--- src/hw/rtl/dtsd_pkg.sv ---
// ---------------------------------------------------------------------------
// dtsd_pkg
// Types, codes, microcode store and calendar helpers for the date/time block.
// ---------------------------------------------------------------------------
package dtsd_pkg;

   // request and response words
   typedef struct packed {
      logic              mode;
      logic [2:0]        field_select;
      logic signed [7:0] delta;
      logic [7:0]        seconds_reg;
      logic [7:0]        minutes_reg;
      logic [7:0]        hours_reg;
      logic [7:0]        days_reg;
      logic [7:0]        months_reg;
      logic [7:0]        years_reg;
   } req_type;

   typedef struct packed {
      logic [11:0] year_out;
      logic [4:0]  month_out;
      logic [5:0]  day_out;
      logic [5:0]  hour_out;
      logic [6:0]  minute_out;
      logic [6:0]  second_out;
      logic        in_range;
      logic [1:0]  load_status;
   } rsp_type;

   localparam logic        MODE_LOAD    = 1'b0;
   localparam logic [2:0]  FIELD_YEAR   = 3'd0;
   localparam logic [2:0]  FIELD_MONTH  = 3'd1;
   localparam logic [2:0]  FIELD_DAY    = 3'd2;
   localparam logic [2:0]  FIELD_HOUR   = 3'd3;
   localparam logic [2:0]  FIELD_MINUTE = 3'd4;

   localparam logic [1:0]  STATUS_ADJUST   = 2'd0;
   localparam logic [1:0]  STATUS_LOADED   = 2'd1;
   localparam logic [1:0]  STATUS_REFUSED  = 2'd2;

   localparam logic [11:0] YEAR_BASE  = 12'd2000;
   localparam logic [7:0]  YEAR_LAST  = 8'd99;    // 2099
   localparam logic [7:0]  CENTURY_1  = 8'd100;   // 2100, not leap
   localparam logic [7:0]  CENTURY_2  = 8'd200;   // 2200, not leap

   localparam logic [7:0]  OSC_STOP_MASK = 8'h80;
   localparam logic [7:0]  MASK_7  = 8'h7F;
   localparam logic [7:0]  MASK_6  = 8'h3F;
   localparam logic [7:0]  MASK_5  = 8'h1F;

   // microcode
   typedef enum logic [2:0] {
      OP_IDLE, OP_NOP, OP_LOAD, OP_PREP, OP_SUB, OP_WRITE, OP_CLAMP, OP_OUT
   } op_type;

   typedef enum logic [1:0] {
      COND_NEVER, COND_ALWAYS, COND_ADJUST, COND_NOFIELD
   } cond_type;

   typedef struct packed {
      op_type     op;
      logic [2:0] shamt;
      cond_type   cond;
      logic [3:0] target;
   } uword_type;

   localparam logic [3:0] STEP_IDLE     = 4'd0;
   localparam logic [3:0] STEP_DISPATCH = 4'd1;
   localparam logic [3:0] STEP_LOAD     = 4'd2;
   localparam logic [3:0] STEP_PREP     = 4'd3;
   localparam logic [3:0] STEP_SUB6     = 4'd4;
   localparam logic [3:0] STEP_SUB5     = 4'd5;
   localparam logic [3:0] STEP_SUB4     = 4'd6;
   localparam logic [3:0] STEP_SUB3     = 4'd7;
   localparam logic [3:0] STEP_SUB2     = 4'd8;
   localparam logic [3:0] STEP_SUB1     = 4'd9;
   localparam logic [3:0] STEP_SUB0     = 4'd10;
   localparam logic [3:0] STEP_WRITE    = 4'd11;
   localparam logic [3:0] STEP_CLAMP    = 4'd12;
   localparam logic [3:0] STEP_OUT      = 4'd13;

   function automatic uword_type ucode(input logic [3:0] pc);
      uword_type w;
      w = '{op: OP_IDLE, shamt: 3'd0, cond: COND_ALWAYS, target: STEP_IDLE};
      case (pc)
         STEP_IDLE:     w = '{OP_IDLE,  3'd0, COND_NEVER,   STEP_IDLE};
         STEP_DISPATCH: w = '{OP_NOP,   3'd0, COND_ADJUST,  STEP_PREP};
         STEP_LOAD:     w = '{OP_LOAD,  3'd0, COND_ALWAYS,  STEP_OUT};
         STEP_PREP:     w = '{OP_PREP,  3'd0, COND_NOFIELD, STEP_CLAMP};
         STEP_SUB6:     w = '{OP_SUB,   3'd6, COND_NEVER,   STEP_IDLE};
         STEP_SUB5:     w = '{OP_SUB,   3'd5, COND_NEVER,   STEP_IDLE};
         STEP_SUB4:     w = '{OP_SUB,   3'd4, COND_NEVER,   STEP_IDLE};
         STEP_SUB3:     w = '{OP_SUB,   3'd3, COND_NEVER,   STEP_IDLE};
         STEP_SUB2:     w = '{OP_SUB,   3'd2, COND_NEVER,   STEP_IDLE};
         STEP_SUB1:     w = '{OP_SUB,   3'd1, COND_NEVER,   STEP_IDLE};
         STEP_SUB0:     w = '{OP_SUB,   3'd0, COND_NEVER,   STEP_IDLE};
         STEP_WRITE:    w = '{OP_WRITE, 3'd0, COND_NEVER,   STEP_IDLE};
         STEP_CLAMP:    w = '{OP_CLAMP, 3'd0, COND_NEVER,   STEP_IDLE};
         STEP_OUT:      w = '{OP_OUT,   3'd0, COND_ALWAYS,  STEP_IDLE};
         default:       w = '{OP_IDLE,  3'd0, COND_ALWAYS,  STEP_IDLE};
      endcase
      return w;
   endfunction

   // high nibble times ten plus low nibble, any nibble value
   function automatic logic [7:0] bcd_decode(input logic [7:0] v);
      logic [7:0] hi;
      hi = {4'd0, v[7:4]};
      return (hi << 3) + (hi << 1) + {4'd0, v[3:0]};
   endfunction

   // year is 2000 + yo, so only three offsets sit on a century
   function automatic logic [4:0] month_days(input logic [7:0] yo, input logic [4:0] mon);
      logic leap;
      logic [4:0] d;
      leap = (yo[1:0] == 2'd0) && (yo != CENTURY_1) && (yo != CENTURY_2);
      case (mon)
         5'd2:                      d = leap ? 5'd29 : 5'd28;
         5'd4, 5'd6, 5'd9, 5'd11:   d = 5'd30;
         default:                   d = 5'd31;   // includes invalid months
      endcase
      return d;
   endfunction

endpackage

--- src/hw/rtl/date_time_set_and_decode.sv ---
// ---------------------------------------------------------------------------
// date_time_set_and_decode
// Calendar date/time holder: load from BCD clock registers, field adjust.
// ---------------------------------------------------------------------------
// Request channel req_valid / req_stall / req_word carries one word per item:
// either a load of six BCD clock-chip registers or a signed adjustment of one
// field. Every item gives exactly one word on rsp_valid / rsp_stall /
// rsp_word with the current fields, a range flag and the load status.
// A microcode store steps a small datapath; one item runs at a time and
// req_stall is low only in the idle step.
// Each item passes dispatch and then, for a load, the load step; for an
// adjust of a field, prepare, the seven conditional subtract steps of the
// wrap unit, write and clamp; for an adjust that selects no field, prepare
// and clamp. All end in the output step; the next word is taken in idle.
// The result sits in an output register; if the receiver stalls, it holds
// and the sequencer waits in its output step until that register frees.
// Reset (synchronous) gives 2000-01-01 00:00:00, idle, no result pending.
// ---------------------------------------------------------------------------
module date_time_set_and_decode
   import dtsd_pkg::*;
(
   input  logic    clock,
   input  logic    reset,
   input  logic    req_valid,
   output logic    req_stall,
   input  req_type req_word,
   output logic    rsp_valid,
   input  logic    rsp_stall,
   output rsp_type rsp_word
);

   logic [3:0]  pc_ff, pc_in;
   req_type     req_ff, req_in;
   logic [7:0]  year_ff, year_in;
   logic [4:0]  month_ff, month_in;
   logic [5:0]  day_ff, day_in;
   logic [5:0]  hour_ff, hour_in;
   logic [6:0]  minute_ff, minute_in;
   logic [6:0]  second_ff, second_in;
   logic [12:0] acc_ff, acc_in;
   logic [6:0]  mod_ff, mod_in;
   logic        lo_ff, lo_in;
   logic [1:0]  status_ff, status_in;
   logic        rsp_valid_ff, rsp_valid_in;
   rsp_type     rsp_ff, rsp_in;

   uword_type   uw;
   logic [4:0]  dim;
   logic [7:0]  sel_val;
   logic [6:0]  sel_mod;
   logic        sel_lo;
   logic [13:0] prep_sum;
   logic [12:0] sub_div;
   logic [6:0]  wval;
   logic        take, jump, advance, valid_now;

   assign uw   = ucode(pc_ff);
   assign dim  = month_days(year_ff, month_ff);
   assign take = req_valid && !req_stall;

   // operand and modulus for the selected field
   always_comb begin
      sel_val = 8'd0;
      sel_mod = 7'd1;
      sel_lo  = 1'b0;
      case (req_ff.field_select)
         FIELD_YEAR: begin
            sel_val = year_ff;
            sel_mod = 7'd100;
         end
         FIELD_MONTH: begin
            sel_val = {3'd0, month_ff};
            sel_mod = 7'd12;
            sel_lo  = 1'b1;
         end
         FIELD_DAY: begin
            sel_val = {2'd0, day_ff};
            sel_mod = {2'd0, dim};
            sel_lo  = 1'b1;
         end
         FIELD_HOUR: begin
            sel_val = {2'd0, hour_ff};
            sel_mod = 7'd24;
         end
         FIELD_MINUTE: begin
            sel_val = {1'b0, minute_ff};
            sel_mod = 7'd60;
         end
         default: begin
            sel_val = 8'd0;
         end
      endcase
   end

   // 16 moduli added up front keep the operand positive for the subtract steps
   assign prep_sum = 14'(sel_val) + 14'(req_ff.delta) - 14'(sel_lo) + (14'(sel_mod) << 4);
   assign sub_div  = 13'(mod_ff) << uw.shamt;
   assign wval     = acc_ff[6:0] + 7'(lo_ff);

   assign valid_now = (year_ff <= YEAR_LAST) && (month_ff >= 5'd1) && (month_ff <= 5'd12)
                   && (day_ff >= 6'd1) && (day_ff <= {1'b0, dim})
                   && (hour_ff <= 6'd23) && (minute_ff <= 7'd59) && (second_ff <= 7'd59);

   always_comb begin
      req_in       = req_ff;
      year_in      = year_ff;
      month_in     = month_ff;
      day_in       = day_ff;
      hour_in      = hour_ff;
      minute_in    = minute_ff;
      second_in    = second_ff;
      acc_in       = acc_ff;
      mod_in       = mod_ff;
      lo_in        = lo_ff;
      status_in    = status_ff;
      rsp_in       = rsp_ff;
      rsp_valid_in = rsp_valid_ff && rsp_stall;
      advance      = 1'b1;

      case (uw.op)
         OP_IDLE: begin
            advance = take;
            if (take) begin
               req_in = req_word;
            end
         end
         OP_LOAD: begin
            if ((req_ff.seconds_reg & OSC_STOP_MASK) != 8'd0) begin
               status_in = STATUS_REFUSED;
            end else begin
               second_in = 7'(bcd_decode(req_ff.seconds_reg & MASK_7));
               minute_in = 7'(bcd_decode(req_ff.minutes_reg & MASK_7));
               hour_in   = 6'(bcd_decode(req_ff.hours_reg & MASK_6));
               day_in    = 6'(bcd_decode(req_ff.days_reg & MASK_6));
               month_in  = 5'(bcd_decode(req_ff.months_reg & MASK_5));
               year_in   = bcd_decode(req_ff.years_reg);
               status_in = STATUS_LOADED;
            end
         end
         OP_PREP: begin
            acc_in = prep_sum[12:0];
            mod_in = sel_mod;
            lo_in  = sel_lo;
         end
         OP_SUB: begin
            if (acc_ff >= sub_div) begin
               acc_in = acc_ff - sub_div;
            end
         end
         OP_WRITE: begin
            case (req_ff.field_select)
               FIELD_YEAR:   year_in   = {1'b0, wval};
               FIELD_MONTH:  month_in  = wval[4:0];
               FIELD_DAY:    day_in    = wval[5:0];
               FIELD_HOUR:   hour_in   = wval[5:0];
               FIELD_MINUTE: minute_in = wval;
               default:      year_in   = year_ff;
            endcase
         end
         OP_CLAMP: begin
            if (day_ff > {1'b0, dim}) begin
               day_in = {1'b0, dim};
            end else if (day_ff == 6'd0) begin
               day_in = 6'd1;
            end
            status_in = STATUS_ADJUST;
         end
         OP_OUT: begin
            advance = !rsp_valid_ff || !rsp_stall;
            if (advance) begin
               rsp_valid_in        = 1'b1;
               rsp_in.year_out     = YEAR_BASE + 12'(year_ff);
               rsp_in.month_out    = month_ff;
               rsp_in.day_out      = day_ff;
               rsp_in.hour_out     = hour_ff;
               rsp_in.minute_out   = minute_ff;
               rsp_in.second_out   = second_ff;
               rsp_in.in_range     = valid_now;
               rsp_in.load_status  = status_ff;
            end
         end
         default: begin
            advance = 1'b1;
         end
      endcase

      case (uw.cond)
         COND_ALWAYS:  jump = 1'b1;
         COND_ADJUST:  jump = req_ff.mode != MODE_LOAD;
         COND_NOFIELD: jump = req_ff.field_select > FIELD_MINUTE;
         default:      jump = 1'b0;
      endcase

      if (!advance) begin
         pc_in = pc_ff;
      end else if (jump) begin
         pc_in = uw.target;
      end else begin
         pc_in = pc_ff + 4'd1;
      end
   end

   always_ff @(posedge clock) begin
      if (reset) begin
         pc_ff        <= STEP_IDLE;
         rsp_valid_ff <= 1'b0;
         year_ff      <= 8'd0;
         month_ff     <= 5'd1;
         day_ff       <= 6'd1;
         hour_ff      <= 6'd0;
         minute_ff    <= 7'd0;
         second_ff    <= 7'd0;
         status_ff    <= STATUS_ADJUST;
      end else begin
         pc_ff        <= pc_in;
         rsp_valid_ff <= rsp_valid_in;
         year_ff      <= year_in;
         month_ff     <= month_in;
         day_ff       <= day_in;
         hour_ff      <= hour_in;
         minute_ff    <= minute_in;
         second_ff    <= second_in;
         status_ff    <= status_in;
      end
      req_ff <= req_in;
      acc_ff <= acc_in;
      mod_ff <= mod_in;
      lo_ff  <= lo_in;
      rsp_ff <= rsp_in;
   end

   assign req_stall = (pc_ff != STEP_IDLE);
   assign rsp_valid = rsp_valid_ff;
   assign rsp_word  = rsp_ff;

   // an accepted word always goes to dispatch next
   a_accept_dispatch: assert property (@(posedge clock) disable iff (reset)
      take |=> pc_ff == STEP_DISPATCH)
      else $error("accepted word did not reach dispatch");

   // a new result is only launched from the output step
   a_rsp_from_out: assert property (@(posedge clock) disable iff (reset)
      $rose(rsp_valid_ff) |-> $past(pc_ff) == STEP_OUT)
      else $error("result raised outside output step");

   // in_range must agree with the obvious bounds
   a_range_flag: assert property (@(posedge clock) disable iff (reset)
      (rsp_valid_ff && rsp_ff.in_range) |->
         (rsp_ff.month_out >= 5'd1 && rsp_ff.month_out <= 5'd12
          && rsp_ff.hour_out <= 6'd23 && rsp_ff.day_out >= 6'd1))
      else $error("in_range set with field out of bounds");

   // the day clamp never leaves day zero after an adjust
   a_adjust_day: assert property (@(posedge clock) disable iff (reset)
      (rsp_valid_ff && rsp_ff.load_status == STATUS_ADJUST) |->
         (rsp_ff.day_out >= 6'd1 && rsp_ff.day_out <= 6'd31))
      else $error("day outside 1..31 after adjust");

endmodule

--- config.mk ---
export PLATFORM = sky130hd
export DESIGN_NAME = date_time_set_and_decode
export DESIGN_NICKNAME = d
export VERILOG_FILES = /design/src/hw/rtl/dtsd_pkg.sv /design/src/hw/rtl/date_time_set_and_decode.sv
export SDC_FILE = /design/constraint.sdc
export NUM_CORES = 1
export LEC_CHECK = 0
export BUFFER_PORTS_ARGS = -buffer_cell sky130_fd_sc_hd__buf_4
export CORE_UTILIZATION = 44
export DETAILED_ROUTE_END_ITERATION = 10
export PLACE_DENSITY = 0.6
export SYNTH_ARGS = -nofsm -noshare
export SYNTH_HDL_FRONTEND = slang
export SYNTH_SLANG_ARGS = --single-unit
--- constraint.sdc ---
create_clock -name clock -period 4.98 [get_ports clock]
set_clock_uncertainty 0.1 [all_clocks]
set_input_delay 0.747 -clock clock [delete_from_list [all_inputs] [get_ports clock]]
set_output_delay 0.747 -clock clock [all_outputs]
set_load 0.01 [all_outputs]
---- Word-level counts from Yosys, hierarchy flattened ----
Memory sizes are Yosys's and may differ from the RTL's. A register that Yosys moved wholly into a read port is not among the register bits.
Cells that the tools add are included.
word-level totals
  bits in registers ....................... 165
  ROM bits ................................ 192
  output and inout bits ................... 48
  logic and storage cells ................. 158
  memories kept ........................... 1
memory list
  name              words  width  read ports  clocked after Yosys merged registers in  write ports  RTL line        source
  (name not given)  16     12     1           1                                        0            dtsd_pkg.sv:86  case (pc)
cells by class
  $add $sub $neg .......................... 19
  $lt $le $gt $ge ......................... 11
  eq/ne operators ......................... 28
  shifts and indexed selects .............. 1
  mux-type cells .......................... 33
  bitwise gates (word level) .............. 1
  reductions and logical operators ........ 35
operators by type and width
  cell                   count
  $pmux 8 s5             1
  $mux 6                 6
  $pmux 7 s5             1
  $pmux 13 s2            1
  $pmux 6 s3             1
  $mux 8                 2
  $pmux 8 s2             1
  $eq 3x3->1 const B     5
  $add 6x4->7            2
  $add 7x4->7            2
  $le 7x6->1 const B     2
  $mux 7                 2
  $pmux 7 s2             1
  $add 11x12->13         1
  $ge 13x13->1           1
  $mux 13                1
  $shl 7x3->13           1
  $sub 13x13->13         1
  $add 11x8->12 const A  1
  $add 5x3->6            2
  $add 6x4->6            2
  $eq 3x2->1 const B     4
  $mux 4                 3
  $pmux 6 s2             1
  49 further kinds       83

---- Longest topological paths before layout ----
  word-level depth ........................ 10
  depth in mapped cells ................... 19
  depth with buffers taken out ............ 17

---- Worst setup path before layout ----
Ideal clock, no wire load.
  path kind ............................... reg-to-reg
  start ................................... register req_ff[57] in the netlist's numbering
  end ..................................... register acc_ff[11], data pin
  library setup time ...................... 180 ps
  data arrival time ....................... 3922 ps
  data required time ...................... 4700 ps
  setup slack ............................. 778 ps
  stages on the path, launching flop included .. 20
  period minus slack after synthesis ...... 4202 ps
  path through ............................ edfxtp_1 buf_4 nor2_4 and2_1 clkbuf_1 nand2_1 o21ai_0 a221oi_1 ha_1 inv_1 ha_1 ha_1 fa_1 a21o_1 a21oi_1 o211ai_1 a221o_1 a21oi_1 xor2_1 a221oi_1
between the ends
  elaborated cells on any way between the ends .. 13
  classes of those cells .................. 3 x add/sub; 4 x eq/ne; 4 x mux; 2 x reduce/logical
RTL lines
  item                                      RTL line                         source
  from (decl)                               date_time_set_and_decode.sv:33   req_type req_ff, req_in;
  from (signal assigned)                    date_time_set_and_decode.sv:225  req_ff <= req_in;
  $eq 3x3->1, or another cell as far along  date_time_set_and_decode.sv:66   case (req_ff.field_select)
  $pmux 7 s5 *                              date_time_set_and_decode.sv:66
  named net sel_mod[5]                      date_time_set_and_decode.sv:50   logic [6:0] sel_mod;
  $add 11x12->13 *                          date_time_set_and_decode.sv:96   assign prep_sum = 14'(sel_val) + 14'(req_ff.delta) - 14'(sel_lo) + (14'(sel_mod) << 4);
  $pmux 13 s2 *                             date_time_set_and_decode.sv:120  case (uw.op)
  named net acc_in[11]                      date_time_set_and_decode.sv:40   logic [12:0] acc_ff, acc_in;
  to (signal assigned)                      date_time_set_and_decode.sv:226  acc_ff <= acc_in;
  to (decl)                                 date_time_set_and_decode.sv:40
The timed path passes the listed nets; every way through them passes the cells marked *.
A chain may end at the register's enable or synchronous reset.

---- Worst setup path in the final report ----
  start ................................... register req_ff[57] in the netlist's numbering
  end ..................................... register acc_ff[11], data pin
between the ends
  longest elaborated chain between the ends .. 6
  elaborated cells on any way between the ends .. 13
  classes of those cells .................. 3 x add/sub; 4 x eq/ne; 4 x mux; 2 x reduce/logical
ends and longest elaborated chain
  item                                                  RTL line
  $eq 3x3->1, or another cell as far along              date_time_set_and_decode.sv:66
  $pmux 8 s5 / $reduce_or 2->1 (equally long branches)  n/a
  $add 9x8->10 / $mux 1 (equally long branches)         date_time_set_and_decode.sv:96, date_time_set_and_decode.sv:66
  $sub 10x2->11                                         date_time_set_and_decode.sv:96
  $add 11x12->13 *                                      date_time_set_and_decode.sv:96
  $pmux 13 s2 *                                         date_time_set_and_decode.sv:120
  named net acc_in[11]                                  date_time_set_and_decode.sv:40
Marked as above.

==> reports/metrics.csv <==
metric,value,unit
rows,53,
initial_core_util,45.1,%
clock_sinks,175,
status,"finished, final reports clean",
grt_pass1_vias,6432,
use_met3,4.28,%
critPathMaxFanout,9,
dieArea,0.0223,mm²
clockBufferDepth,2,
reg2regPathDepth,16,
antenna_found_initial,0,
syn_area,0.00954,mm²
period_needed,4530,ps
reg2reg_slack,450,ps
yosys_warnings,0,
fin_total_pwr,6.58,mW
holdPathEnd,rsp_word[3],
detail_route.wl_per_cell,17.2,µm
power_density,586,mW/mm²
grt_first_pass_wirelength,35100,µm
synth_cell_types,73,
fill_cells,1914,
cts-root-buf,clkbuf_16,
io_buffers,103,
vias,6873,
drtIter0Drc,491,
clk_pin_slew,70,ps
drive_above_1_share,16.8,%
via_per_inst,5.39,
ys_seq_elements,175,
cp.required,5130,ps
drtPass1Iterations,5,
async_flop_share,0,%
grt_setup_unrepaired,no,
clock_latency,430,ps
nets,1148,
regToRegStartpoint,req_ff[57],
hold_start,second_ff[0],
endpoint_kind,register,
use_met2,31.7,%
hp-class,register to register,
fin_crit_sh,91.0,%
ys.flop_type,edfxtp_1,
hold_path_depth,0,
peakVddDrop,316,µV
gp_congestion,0.846,
antenna_left,0,
h-tree-depth,4,
io_pins,112,
final.setup.tns,0,ps
synth_nets,1050,
synthTopCellsByArea,"edfxtp_1 37%, dfxtp_1 12%, ha_1 11%, a21oi_1 3.4%, fa_1 3.1%",
yosysSeqAreaShare,49.1,%
setup_viol,0,
post-dp-hpwl,16400,µm
diodes,0,
coreArea,0.0212,mm²
cp-start-kind,register,
post_cts_buffers,0,
power.leakage,4.48,nW
die_h,149,µm
cap_violations,0,
drc,0,
finalHoldViolations,0,
grt_max_degree,56,
drt_wl_total,22000,µm
final_common_cell,edfxtp_1,
grt.met1_usage,30.4,%
synth_top_area_share,37.1,%
synth_edf_count,118,
cts_tree,yes,
slew_headroom,44.4,%
postCtsResizedCells,0,
hold_buffers,0,
synthCells,888,
synth.avg_cell_area,10.7,µm²
overflow,0,
yosysTopAreaCell,edfxtp_1,
grtUsageTotal,20.8,%
cts_inserted_buffers,17,
max_freq,221,MHz
layout_common_cells,"118 x edfxtp_1, 113 x buf_4, 83 x ha_1, 77 x nor2_1, 66 x nand2_1",
critPathArrivalTime,4680,ps
critPathKind,register to register,
die_w,149,µm
worst_slew_pin_slew,830,ps
area_growth,17.6,%
r2r_end,acc_ff[11],
top_usage_layer,met2,
report.final.slew_viol_count,0,
flip-flops by register name, summed over array words and instances, names as in the netlist, 7 cells and up:
signal	cells
year_ff	8
uw	11
acc_ff	13
second_ff	7
rsp_word	45
minute_ff	7
mod_ff	7
req_ff	52
cell type report:
type	instances	area [µm²]	area share [%]
multi-input cells	612	4460	39.8
well taps	275	344	3.07
repair buffers	113	848	7.56
flip-flops and latches	175	4680	41.7
clock buffers	20	447	3.98
clock inverters	12	185	1.65
inverters	67	251	2.24
how the worst max path moves through the flow:
stage                     startpoint         end  cells past startpoint
after global routing      req_ff[57]  acc_ff[11]                     16
after global placement    req_ff[56]  acc_ff[11]                     17
after detailed placement  req_ff[56]  acc_ff[11]                     17
final                     req_ff[57]  acc_ff[11]                     16
after CTS                 req_ff[56]  acc_ff[11]                     17
after floorplan           req_ff[57]  acc_ff[11]                     19
per-stage QoR:
| stage | hold slack, ps | instances | setup slack, ps | area (µm²) | util (%) |
|---|---|---|---|---|---|
| after floorplan | 308 | 888 | 778 | 9540 | - |
| after global placement | 318 | 1242 | 570 | 10600 | 50.1 |
| after detailed placement | 316 | 1242 | 545 | 10600 | 50.1 |
| after global routing | 350 | 1274 | 191 | 11200 | 53.1 |
| after CTS | 334 | 1274 | 505 | 11200 | 53.1 |
| final | 333 | 1274 | 449 | 11200 | 53.1 |
cell families (layout without fill, tap and decap cells):
kind of cell / after synthesis / count (layout) / share of synthesized area, %
AND/OR/NAND/NOR: 245 / 245 / 12.3
AO/OA/AOI/OAI: 210 / 210 / 14.5
flip-flops: 175 / 175 / 49.1
buffers and inverters: 101 / 212 / 4.27
adder cells (fa/ha/maj): 98 / 98 / 14.0
XOR/XNOR: 38 / 38 / 3.49
multiplexers: 21 / 21 / 2.31
worst max-delay path, cell delays in order (launching register included):
cell      delay (ps)
edfxtp_1         500
buf_4            250
nand2b_1         110
nor2_1           370
a221oi_1         170
ha_1             310
inv_1             40
ha_1             280
ha_1             240
fa_1             420
a21o_1           180
a21oi_1          240
o211ai_1         180
a221o_1          380
a21oi_1          180
xor2_1            90
a221oi_1         290
layer usage:
metal  part of all wire [%]  wire, µm
met1                     50     10900
met2                     44      9730
met3                    5.1      1110
met4                    1.0       229
met5                      0         0
cells in the mapped netlist (all sizes together) (4+ instances only):
cell    count
ha         83
and3        5
buf        12
a31oi       5
dfxtp      57
a211oi     27
nor3       19
clkbuf     22
nor2b      12
fa         15
a21oi      65
o22ai       4
mux2        8
nand2b     10
nor2       79
nor4        4
or3         5
nand3      14
o21ai      43
xnor2      28
inv        66
nand4       7
and2        9
nand2      66
a221oi      7
o21bai      4
xor2       10
o211ai      7
mux2i      13
a311oi      7
a21o       12
edfxtp    118
power by group:
part	internal, mW	total, mW	switching, mW
registers	1.95	2.23	0.275
logic	1.26	2.92	1.66
clock network	0.860	1.43	0.567
Power figures use the tool's default switching activity.
